===== config.mk =====
export PLATFORM = sky130hd
export DESIGN_NAME = nth_substring_finder_top
export DESIGN_NICKNAME = d
export VERILOG_FILES = /design/src/nsf_pkg.sv /design/src/nsf_window_match.sv /design/src/nth_substring_finder_top.sv
export SDC_FILE = /design/constraint.sdc
export NUM_CORES = 1
export LEC_CHECK = 0
export BUFFER_PORTS_ARGS = -buffer_cell sky130_fd_sc_hd__clkbuf_2
export CAP_MARGIN = 20
export CORE_MARGIN = 8
export CORE_UTILIZATION = 30
export DETAILED_ROUTE_END_ITERATION = 8
export RECOVER_POWER = 100
export SYNTH_ARGS = -nofsm -noshare
export SYNTH_HDL_FRONTEND = slang
export SYNTH_SLANG_ARGS = --single-unit

===== constraint.sdc =====
create_clock -name aclk -period 9.1 [get_ports aclk]
set_clock_uncertainty 0.2 [all_clocks]
set_input_delay 0.455 -clock aclk [delete_from_list [all_inputs] [get_ports aclk]]
set_output_delay 0.455 -clock aclk [all_outputs]
set_load 0.005 [all_outputs]

===== src/nsf_pkg.sv =====
package nsf_pkg;

    // defaults for the top-level parameters
    localparam int PATTERN_MAX_DEF  = 16;
    localparam int OFFSET_WIDTH_DEF = 16;

    // fixed field widths
    localparam int BYTE_W    = 8;
    localparam int PAT_BYTES = 16;
    localparam int LEN_W     = 5;
    localparam int OFF_W     = 16;
    localparam int OCC_W     = 16;
    localparam int CFG_W     = 64;
    localparam int CFG_IDX_W = 2;
    localparam int S_DATA_W  = 8;
    localparam int M_DATA_W  = 24;

    typedef logic [CFG_IDX_W-1:0] cfg_idx_t;

    localparam cfg_idx_t REG_PATTERN_LOW    = 2'd0;
    localparam cfg_idx_t REG_PATTERN_HIGH   = 2'd1;
    localparam cfg_idx_t REG_PATTERN_LENGTH = 2'd2;
    localparam cfg_idx_t REG_OCCURRENCE     = 2'd3;

    // one result item: the found flag carried on tuser, then the result channel tdata fields without the zero fill
    typedef struct packed {
        logic             found;
        logic             overflow;
        logic [LEN_W-1:0] match_length;
        logic [OFF_W-1:0] match_offset;
    } result_t;

endpackage


===== src/nsf_window_match.sv =====
module nsf_window_match #(
    parameter int PATTERN_MAX = nsf_pkg::PATTERN_MAX_DEF,
    parameter int WIN_SLOTS   = (PATTERN_MAX > 1) ? PATTERN_MAX - 1 : 1
) (
    input  logic [nsf_pkg::BYTE_W-1:0]                    cur_byte,
    input  logic [nsf_pkg::BYTE_W-1:0]                    window [WIN_SLOTS],
    input  logic [nsf_pkg::PAT_BYTES*nsf_pkg::BYTE_W-1:0] pattern,
    input  logic [nsf_pkg::LEN_W-1:0]                     len,
    output logic                                          hit
);
    import nsf_pkg::*;

    localparam int IDX_W = (PATTERN_MAX > 1) ? $clog2(PATTERN_MAX) : 1;

    logic [BYTE_W-1:0] seq   [PATTERN_MAX];
    logic [BYTE_W-1:0] pat_b [PATTERN_MAX];
    logic [PATTERN_MAX-1:0] eq;

    // seq[0] is the newest byte, seq[k] the byte k places back
    for (genvar g = 0; g < PATTERN_MAX; g++) begin : g_seq
        if (g == 0) begin : g_cur
            assign seq[g] = cur_byte;
        end else begin : g_win
            assign seq[g] = window[g-1];
        end
        if (g < PAT_BYTES) begin : g_pat
            assign pat_b[g] = pattern[g*BYTE_W +: BYTE_W];
        end else begin : g_zero
            assign pat_b[g] = '0;
        end
    end

    // pattern byte i lines up with the byte len-1-i places back
    always_comb begin
        logic [IDX_W-1:0] sel;
        for (int i = 0; i < PATTERN_MAX; i++) begin
            sel = IDX_W'(32'(len) - 32'(i) - 32'd1);
            if (32'(i) < 32'(len)) begin
                eq[i] = (seq[sel] == pat_b[i]);
            end else begin
                eq[i] = 1'b1;
            end
        end
        hit = &eq;
    end

endmodule


===== src/nth_substring_finder_top.sv =====
// channel   | dir | tvalid/tready       | tdata (low bit first)                  | tuser / tlast
// ----------+-----+---------------------+----------------------------------------+--------------
// s_ text   | in  | s_tvalid / s_tready | text_byte[7:0]                         | tlast=last_byte
// m_ result | out | m_tvalid / m_tready | match_offset[15:0] match_length[20:16] | tuser=found
//           |     |                     | overflow[21], zero fill [23:22]        |
// cfg       | in  | cfg_we              | cfg_index selects, cfg_wdata 64 bits   | -
//
// one text item per cycle sustained while no held result stalls it; an item waits in the input register and its
// result, if any, is written into the result register when the item advances
// the byte compare against the pattern is a single parallel window compare, so nothing iterates
// aresetn is synchronous, active low; it clears the handshake state, the stream state and the
// configuration registers (length 1, occurrence 1, pattern all zero)
// a held result stalls the input register behind it; a last byte clears the search state
module nth_substring_finder_top #(
    parameter int PATTERN_MAX  = nsf_pkg::PATTERN_MAX_DEF,
    parameter int OFFSET_WIDTH = nsf_pkg::OFFSET_WIDTH_DEF
) (
    input  logic                          aclk,
    input  logic                          aresetn,
    // text item channel
    input  logic                          s_tvalid,
    output logic                          s_tready,
    input  logic [nsf_pkg::S_DATA_W-1:0]  s_tdata,   // text_byte[7:0]
    input  logic                          s_tlast,   // last_byte
    // result item channel
    output logic                          m_tvalid,
    input  logic                          m_tready,
    output logic [nsf_pkg::M_DATA_W-1:0]  m_tdata,   // match_offset, match_length, overflow, 0
    output logic                          m_tuser,   // found
    // configuration writes
    input  logic                          cfg_we,
    input  logic [nsf_pkg::CFG_IDX_W-1:0] cfg_index,
    input  logic [nsf_pkg::CFG_W-1:0]     cfg_wdata
);
    import nsf_pkg::*;

    localparam int WIN_SLOTS = (PATTERN_MAX > 1) ? PATTERN_MAX - 1 : 1;
    localparam int EXT_W     = (OFFSET_WIDTH > OFF_W) ? OFFSET_WIDTH : OFF_W;
    localparam logic [OFFSET_WIDTH-1:0] POS_MAX = '1;

    // configuration registers
    logic [CFG_W-1:0] pattern_low_reg;
    logic [CFG_W-1:0] pattern_high_reg;
    logic [LEN_W-1:0] pattern_length_reg;
    logic [OCC_W-1:0] occurrence_reg;

    // input register
    logic              in_valid_reg, in_valid_next;
    logic [BYTE_W-1:0] in_byte_reg;
    logic              in_last_reg;

    // stream state
    logic [BYTE_W-1:0]       history_reg [WIN_SLOTS];
    logic [OFFSET_WIDTH-1:0] pos_reg, pos_next;
    logic [OCC_W-1:0]        matches_reg, matches_next;
    logic                    reported_reg, reported_next;
    logic                    pos_ovf_reg, pos_ovf_next;

    // result register
    logic    out_valid_reg, out_valid_next;
    result_t out_reg, out_next;

    logic                 advance;
    logic [LEN_W-1:0]     len_eff;
    logic                 hit;
    logic                 in_range;
    logic                 hit_ok;
    logic [OCC_W-1:0]     cnt_inc;
    logic                 report;
    logic                 not_found;
    logic                 ovf_now;
    logic [OFFSET_WIDTH-1:0] start_pos;
    logic [EXT_W-1:0]     start_ext;

    // the held item moves on unless the result slot is full and not being taken, whether or not the item has a result
    assign advance  = in_valid_reg && (!out_valid_reg || m_tready);
    assign s_tready = !in_valid_reg || advance;

    // lengths beyond the window are clamped
    assign len_eff = (32'(pattern_length_reg) > PATTERN_MAX) ? LEN_W'(PATTERN_MAX)
                                                             : pattern_length_reg;

    nsf_window_match #(
        .PATTERN_MAX (PATTERN_MAX),
        .WIN_SLOTS   (WIN_SLOTS)
    ) u_match (
        .cur_byte (in_byte_reg),
        .window   (history_reg),
        .pattern  ({pattern_high_reg, pattern_low_reg}),
        .len      (len_eff),
        .hit      (hit)
    );

    always_comb begin
        // enough bytes of this text seen to hold a whole pattern
        in_range  = ((OFFSET_WIDTH+1)'(pos_reg) + 1'b1) >= (OFFSET_WIDTH+1)'(len_eff);
        hit_ok    = !reported_reg && (len_eff != '0) && in_range && hit;
        cnt_inc   = (matches_reg == '1) ? matches_reg : matches_reg + 1'b1;
        report    = hit_ok && (occurrence_reg != '0) && (cnt_inc == occurrence_reg);
        not_found = in_last_reg && !reported_reg && !report;
        ovf_now   = pos_ovf_reg || (pos_reg == POS_MAX);
        start_pos = pos_reg - OFFSET_WIDTH'(len_eff) + 1'b1;
        start_ext = EXT_W'(start_pos);

        out_next.found        = report;
        out_next.overflow     = ovf_now;
        out_next.match_length = report ? len_eff : '0;
        out_next.match_offset = report ? start_ext[OFF_W-1:0] : '0;

        matches_next  = hit_ok ? cnt_inc : matches_reg;
        reported_next = reported_reg || report;
        pos_ovf_next  = ovf_now;
        pos_next      = (pos_reg == POS_MAX) ? pos_reg : pos_reg + 1'b1;

        if (s_tvalid && s_tready) begin
            in_valid_next = 1'b1;
        end else if (advance) begin
            in_valid_next = 1'b0;
        end else begin
            in_valid_next = in_valid_reg;
        end

        if (advance && (report || not_found)) begin
            out_valid_next = 1'b1;
        end else if (m_tready) begin
            out_valid_next = 1'b0;
        end else begin
            out_valid_next = out_valid_reg;
        end
    end

    // control, stream state and configuration registers
    always_ff @(posedge aclk) begin
        if (!aresetn) begin
            in_valid_reg       <= 1'b0;
            out_valid_reg      <= 1'b0;
            pos_reg            <= '0;
            matches_reg        <= '0;
            reported_reg       <= 1'b0;
            pos_ovf_reg        <= 1'b0;
            pattern_low_reg    <= '0;
            pattern_high_reg   <= '0;
            pattern_length_reg <= LEN_W'(1);
            occurrence_reg     <= OCC_W'(1);
        end else begin
            in_valid_reg  <= in_valid_next;
            out_valid_reg <= out_valid_next;
            if (advance) begin
                if (in_last_reg) begin
                    // end of text: fresh state for the next one
                    pos_reg      <= '0;
                    matches_reg  <= '0;
                    reported_reg <= 1'b0;
                    pos_ovf_reg  <= 1'b0;
                end else begin
                    pos_reg      <= pos_next;
                    matches_reg  <= matches_next;
                    reported_reg <= reported_next;
                    pos_ovf_reg  <= pos_ovf_next;
                end
            end
            if (cfg_we) begin
                case (cfg_index)
                    REG_PATTERN_LOW:    pattern_low_reg    <= cfg_wdata;
                    REG_PATTERN_HIGH:   pattern_high_reg   <= cfg_wdata;
                    REG_PATTERN_LENGTH: pattern_length_reg <= cfg_wdata[LEN_W-1:0];
                    REG_OCCURRENCE:     occurrence_reg     <= cfg_wdata[OCC_W-1:0];
                    default: ;
                endcase
            end
        end
    end

    // history window, cleared at reset and at each end of text
    always_ff @(posedge aclk) begin
        if (!aresetn) begin
            for (int k = 0; k < WIN_SLOTS; k++) begin
                history_reg[k] <= '0;
            end
        end else if (advance) begin
            if (in_last_reg) begin
                for (int k = 0; k < WIN_SLOTS; k++) begin
                    history_reg[k] <= '0;
                end
            end else if (PATTERN_MAX > 1) begin
                for (int k = WIN_SLOTS - 1; k > 0; k--) begin
                    history_reg[k] <= history_reg[k-1];
                end
                history_reg[0] <= in_byte_reg;
            end
        end
    end

    // payload registers
    always_ff @(posedge aclk) begin
        if (s_tvalid && s_tready) begin
            in_byte_reg <= s_tdata[BYTE_W-1:0];
            in_last_reg <= s_tlast;
        end
        if (advance && (report || not_found)) begin
            out_reg <= out_next;
        end
    end

    assign m_tvalid = out_valid_reg;
    assign m_tuser  = out_reg.found;
    assign m_tdata  = {2'b00, out_reg.overflow, out_reg.match_length, out_reg.match_offset};

endmodule


[Word level (Yosys, flattened, before mapping)]
Index checks and enable logic that the tools add are counted.
Cells by class
  multipliers: 0
  reductions and logical operators: 32
  order comparisons: 34
  multiplexer cells: 77
  equal/unequal tests: 23
  divide/modulo/power cells: 0
  shifts and indexed selects: 0
  bitwise gates (word level): 16
  add/subtract/negate cells: 35
Operators by type and width (count)
  binary-select mux 8 bit (select 4 bit): 16
  two-way mux 8 bit: 32
  == test 8 bit: 16
  two-way mux 120 bit: 1
  greater-or-equal comparator 5 bit (second input constant): 16
  two-way mux 16 bit: 5
  inverter 4 -> 5 bit: 16
  subtractor 4 x 1 -> 4 bit (second input constant): 16
  adder 16 x 1 -> 16 bit (second input constant): 3
  less-than comparator 4 x 5 -> 1 bit (first input constant): 8
  == test 16 bit (second input constant): 2
  subtractor 4 bit (second input constant): 8
  two-way mux 1 bit: 22
  less-than comparator 3 x 5 -> 1 bit (first input constant): 4
  adder 16 x 1 -> 17 bit (second input constant): 1
  greater-or-equal comparator 17 x 5 -> 1 bit: 1
  == test 16 bit: 1
  AND reduction 16 bit: 1
  nonzero test 16 bit: 1
  subtractor 16 x 5 -> 16 bit: 1
  subtractor 4 x 3 -> 4 bit (second input constant): 4
  AND reduction 2 bit: 6
  logical AND 1 bit: 10
  less-than comparator 1 x 5 -> 1 bit (first input constant): 2
  12 further kinds: 24
Storage, ports and cells
  input bits: 80
  memory bits (writable): 0
  logic and storage cells: 248
  memories: 0
  bits in latches: 0
  register bits: 337
  ROM bits: 0

[Longest topological paths before layout]
  depth in word-level cells: 19
  mapped depth: 27
  mapped depth without buffers: 19

[Cells and area by module]
A second synthesis with hierarchy kept.
Unflattened totals
  cell total of the unflattened synthesis: 2723
  area, all modules: 25271.7 µm²
Modules (own cells, without submodules)
  nth_substring_finder_top: area each 14456.4 µm², times used 1, cells each 1734
  nsf_window_match: area each 10815.4 µm², times used 1, cells each 989

[Worst setup path after synthesis]
No wires, ideal clock.
  kind: reg2reg
  start point: reg pattern_length_reg[4]
  end point: reg out_reg, in the netlist m_tdata[0], enable pin
  path slack: 2339 ps
  cell stages (with the launch flop): 23
  required time: 8497 ps
  period minus slack after synthesis: 6761 ps
  data arrival time: 6158 ps
  library setup time: 403 ps
  path through: dfxtp_1 > nand2b_4 > buf_6 > buf_2 > buf_2 > buf_4 > buf_2 > buf_2 > ha_1 > buf_2 > buf_1 > mux2i_1 > mux4_2 > mux2i_1 > xnor2_1 > o2111ai_1 > or4b_2 > a21oi_1 > o2111ai_1 > nor4_1 > clkbuf_1 > a31oi_1 > nor2_1
On the way
  longest elaborated chain between the ends: 18
  elaborated cells on any way between the ends: 156
  classes of those cells: 30 x add/sub; 18 x order compare; 16 x eq/ne; 65 x mux; 16 x bitwise; 11 x reduce/logical
Ends and longest elaborated chain
  start: declaration: line nth_substring_finder_top.sv:44  | logic [LEN_W-1:0] pattern_length_reg;
  start signal: assignment: line nth_substring_finder_top.sv:166  | REG_PATTERN_LENGTH: pattern_length_reg <= cfg_wdata[LEN_W-1:0];
  greater-than comparator 5 bit: line nth_substring_finder_top.sv:80  | assign len_eff = (32'(pattern_length_reg) > PATTERN_MAX) ? LEN_W'(PATTERN_MAX)
  two-way mux 5 bit *: line nth_substring_finder_top.sv:80
  subtractor 4 x 1 -> 4 bit, or another cell as far along: line nsf_window_match.sv:37  | sel = IDX_W'(32'(len) - 32'(i) - 32'd1);
  subtractor 4 x 1 -> 4 bit: line nsf_window_match.sv:37
  inverter 4 -> 5 bit (not written as such): line nsf_window_match.sv:39  | eq[i] = (seq[sel] == pat_b[i]);
  binary-select mux 8 bit (select 4 bit): line nsf_window_match.sv:39
  two-way mux 8 bit (not written as such) (2 in a row): line nsf_window_match.sv:39
  == test 8 bit: line nsf_window_match.sv:39
  two-way mux 1 bit: line nsf_window_match.sv:38  | if (32'(i) < 32'(len)) begin
  AND reduction 16 bit: line nsf_window_match.sv:44  | hit = &eq;
  logical AND 1 bit *: line nth_substring_finder_top.sv:97  | hit_ok = !reported_reg && (len_eff != '0) && in_range && hit;
  logical AND 1 bit * (2 in a row): line nth_substring_finder_top.sv:99  | report = hit_ok && (occurrence_reg != '0) && (cnt_inc == occurrence_reg);
  zero test 1 bit: line nth_substring_finder_top.sv:100  | not_found = in_last_reg && !reported_reg && !report;
  logical AND 1 bit: line nth_substring_finder_top.sv:100
  logical OR 1 bit *: line nth_substring_finder_top.sv:200  | if (advance && (report || not_found)) begin
  logical AND 1 bit *: line nth_substring_finder_top.sv:200
  end signal: assignment: line nth_substring_finder_top.sv:201  | out_reg <= out_next;
  end: declaration: line nth_substring_finder_top.sv:61  | result_t out_reg, out_next;
Mark *: on every way between the ends. The rest lies on a longest branch, timed or not. The select of a mux whose other input is x is not followed.
A chain may end at the register's enable or synchronous reset.

[Worst setup path in the final report]
  start point: reg pattern_length_reg[0]
  end point: reg out_reg, in the netlist m_tdata[15], data pin
On the way
  longest elaborated chain between the ends: 14
  elaborated cells on any way between the ends: 154
  classes of those cells: 32 x add/sub; 18 x order compare; 16 x eq/ne; 65 x mux; 16 x bitwise; 7 x reduce/logical
Ends and longest elaborated chain (line)
  greater-than comparator 5 bit: nth_substring_finder_top.sv:80
  two-way mux 5 bit *: nth_substring_finder_top.sv:80
  subtractor 4 x 1 -> 4 bit, or another cell as far along: nsf_window_match.sv:37
  subtractor 4 x 1 -> 4 bit: nsf_window_match.sv:37
  inverter 4 -> 5 bit (not written as such): nsf_window_match.sv:39
  binary-select mux 8 bit (select 4 bit): nsf_window_match.sv:39
  two-way mux 8 bit (not written as such) (2 in a row): nsf_window_match.sv:39
  == test 8 bit: nsf_window_match.sv:39
  two-way mux 1 bit: nsf_window_match.sv:38
  AND reduction 16 bit: nsf_window_match.sv:44
  logical AND 1 bit: nth_substring_finder_top.sv:97
  logical AND 1 bit (2 in a row): nth_substring_finder_top.sv:99
Marks and branches as above.

==> results.ini <==
[status]
status = finished, violations left
violations = max-capacitance violations, max-slew violations

[power]
clkPwrFrac_pct = 40.4
seqPwrFrac_pct = 39.1
p_int_uw = 2780
p_leak_uw = 0.0109
p_switching_uw = 1280
power.share.combinational_pct = 20.4
vdd_drop_max_v = 0.000117
switching_share_pct = 31.6
p_per_area_mw_per_mm2 = 138

[global_route]
grt_pass1_vias = 23200
grt_overflow = 0
grt_pass1_wl_um = 156000
track_usage_pct = 20.7
antenna_found_initial = 1
grt_max_degree = 92

[place]
post-place-ws_ns = 1.69
hpwlAfterDp_um = 76300
gp_congestion = 1.00
placed_cell_area_mm2 = 0.0275
portBuffers = 104

[timing]
fmaxAchievable_mhz = 123
worstMarginPinSlew_ns = 4.23
maxSlewViolCount = 554
finalSetupViolCount = 0
rsz0062_at_grt = false
hold_viol = 0
final.setup.tns_ns = 0
fin_crit_ns = 8.16
maxSlewHeadroom_pct = -182
setup_slack_ns = 0.944
post-route-period-util_pct = 89.6

[clock_network]
cts_max_level = 2
clock_path_buffers = 3
cts_buffers = 41
clock-sinks = 337
clockRootBuffer = clkbuf_16
clk_latency_ns = 0.60
clk_pin_slew_ns = 0.06
post-cts-setup-buffer-count = 0
ctsResizeCount = 0
ctsHoldBuffers = 70
cts_tree = yes

[worst_setup_path]
rrSetupSlack_ns = 0.94
crit_arrival_ns = 8.33
cp_max_fo = 55
worstRegToRegCells = 16
cp-endpoint = m_tdata[15]
r2r_start = pattern_length_reg[0]
cp-end-kind = register
critPathRequiredTime_ns = 9.28
criticalPathCategory = register to register
crit_start = pattern_length_reg[0]
r2r_end = m_tdata[15]
worstSetupStartpointType = register

[yosys]
synth_cells = 3190
syn_area_per_cell_um2 = 8.23
synth_edf_count = 32
ys_seq_area_share_pct = 26.9
synth_warnings = 0
synthesis.area_mm2 = 0.0263
ys.flop_type = dfxtp_1
yosysUniqueCellTypes = 103
async_flop_share_pct = 0
synth.ff_latch_count = 337

[final_layout]
largest_reg_flops = 120
layout_commonest_cell = nand2_1
stdcell_area_mm2 = 0.0294
area_delta_synth_final_pct = 12.1
nNetsFinal = 3300
drive_gt1_share_pct = 12.6
mostFrequentLayoutCells = nand2_1, a21oi_1, mux2i_1
fin_util_pct = 33.9

[routing]
avgRoutedWirePerCell_um = 24.3
dr_total_vias = 25100
routed_wl_um = 106000
initialDrtViolationCount = 2842
dr.pass1.iters = 6
final_antenna_net_count = 0
vias_per_cell = 5.75
drc = 0

[worst_hold_path]
hold_class = primary input to register

[floorplanning]
dieArea_mm2 = 0.0973
start_util_pct = 30.3
ios = 107
fp.dieW_um = 312
rows = 108
die_y_um = 312
core-area_mm2 = 0.0868

[flow_run]
cap_violations = 9

==> layout make-up <==
type                       count  area, um2
antenna                        2       5.00
clock buffer                  52       1100
clock inverter                22        233
fill                        9137      57300
inverter                      60        236
multi-input combinational   2509      17800
sequential                   337       7070
tap                         1155       1450
timing repair buffer         227       1590
==> kinds of logic after synthesis <==
family,count (synthesis),synth area share (%)
AND/OR/NAND/NOR,1111,18.9
AO/OA/AOI/OAI,679,15.9
multiplexers,464,23.4
buffers and inverters,345,5.73
flip-flops,337,26.9
XOR/XNOR,209,7.12
adder cells (fa/ha/maj),44,2.12
other,1,0.0143
==> synth_stat cells, types with 7 or more instances <==
cell | instances | share of area, %
o211ai_1 | 8 | 0.23
nor2b_1 | 17 | 0.40
a31oi_1 | 25 | 0.60
a22oi_1 | 7 | 0.20
buf_2 | 56 | 1.1
xnor2_1 | 109 | 3.6
inv_1 | 56 | 0.80
a2111oi_0 | 9 | 0.30
o221ai_1 | 20 | 0.67
nand4_1 | 21 | 0.50
nor3_1 | 47 | 0.90
or3_1 | 10 | 0.24
a21o_1 | 7 | 0.20
ha_1 | 43 | 2.0
a32oi_1 | 9 | 0.30
buf_6 | 9 | 0.39
clkbuf_1 | 175 | 2.5
nor3b_1 | 18 | 0.51
o22ai_1 | 20 | 0.48
nand2_1 | 669 | 9.6
nand2b_1 | 27 | 0.64
nor4_1 | 17 | 0.40
o2bb2ai_1 | 10 | 0.33
nor2_1 | 134 | 1.9
or4_1 | 7 | 0.20
o2111ai_1 | 10 | 0.33
o32ai_1 | 9 | 0.30
nand3b_1 | 14 | 0.40
mux4_2 | 113 | 9.7
edfxtp_1 | 32 | 3.7
a211oi_1 | 15 | 0.43
a41oi_1 | 9 | 0.30
a21oi_1 | 370 | 7.1
o31ai_1 | 8 | 0.23
xor2_1 | 97 | 3.2
and2_1 | 14 | 0.33
mux2i_1 | 309 | 12
buf_4 | 16 | 0.46
o21ai_0 | 65 | 1.2
nand3_1 | 68 | 1.3
dfxtp_1 | 305 | 23
buf_1 | 25 | 0.36
and3_1 | 12 | 0.29
mux2_2 | 36 | 1.5
==> routing by layer <==
metal | wire length [um] | track usage (%) | vias up | share of wire, %
met5 | 13 | 0 | - | 0.012
met4 | 6470 | 11.0 | 2 | 6.1
met3 | 9070 | 3.98 | 286 | 8.6
met2 | 47100 | 32.4 | 1282 | 44
met1 | 43300 | 26.8 | 12100 | 41
li1 | - | - | 11400 | -
==> worst max-delay path: stages (launching register included) <==
cell and delay, ns:
dfxtp_2 0.34, clkbuf_1 1.96, nand2b_1 0.29, ha_4 0.68
buf_4 0.61, mux2i_1 0.27, mux4_2 0.50, nand2_1 0.08
o21ai_1 0.10, xnor2_1 0.19, nor3_1 0.31, a32o_1 0.39
o2111ai_1 0.18, nor4_2 0.40, buf_4 0.32, or4b_4 0.66
a2111oi_1 0.34
==> stage by stage <==
stage	hold WS (ns)	instances	total power, uW
final	0.00766	4364	4070
after floorplan	0.228	3191	2160
after CTS	0.00380	4359	4080
after detailed placement	0.258	4215	2410
after global routing	0.0149	4362	4210
after global placement	0.247	4215	2400
==> how the worst min path moves through the flow <==
stage	cells after the start	slack, ns	start	end
5_1_grt	3	0.01	cfg_wdata[14]	occurrence_reg[14]
3_5_place_dp	2	0.26	pos_ovf_reg	pos_ovf_reg
6_report	3	0.008	cfg_wdata[14]	occurrence_reg[14]
3_3_place_gp	2	0.25	pattern_high_reg[47]	pattern_high_reg[47]
4_1_cts	3	0.004	cfg_wdata[14]	occurrence_reg[14]
2_1_floorplan	2	0.23	pos_ovf_reg	pos_ovf_reg
==> power by group through the flow <==
stage / combinational (uW) / clock, uW / sequential (uW)
global route: 883 / 1740 / 1590
global placement: 782 / 0 / 1620
detailed placement: 786 / 0 / 1620
finish: 830 / 1640 / 1590
floorplan: 575 / 0 / 1590
CTS: 815 / 1680 / 1590
Power figures use the tool's default switching activity.
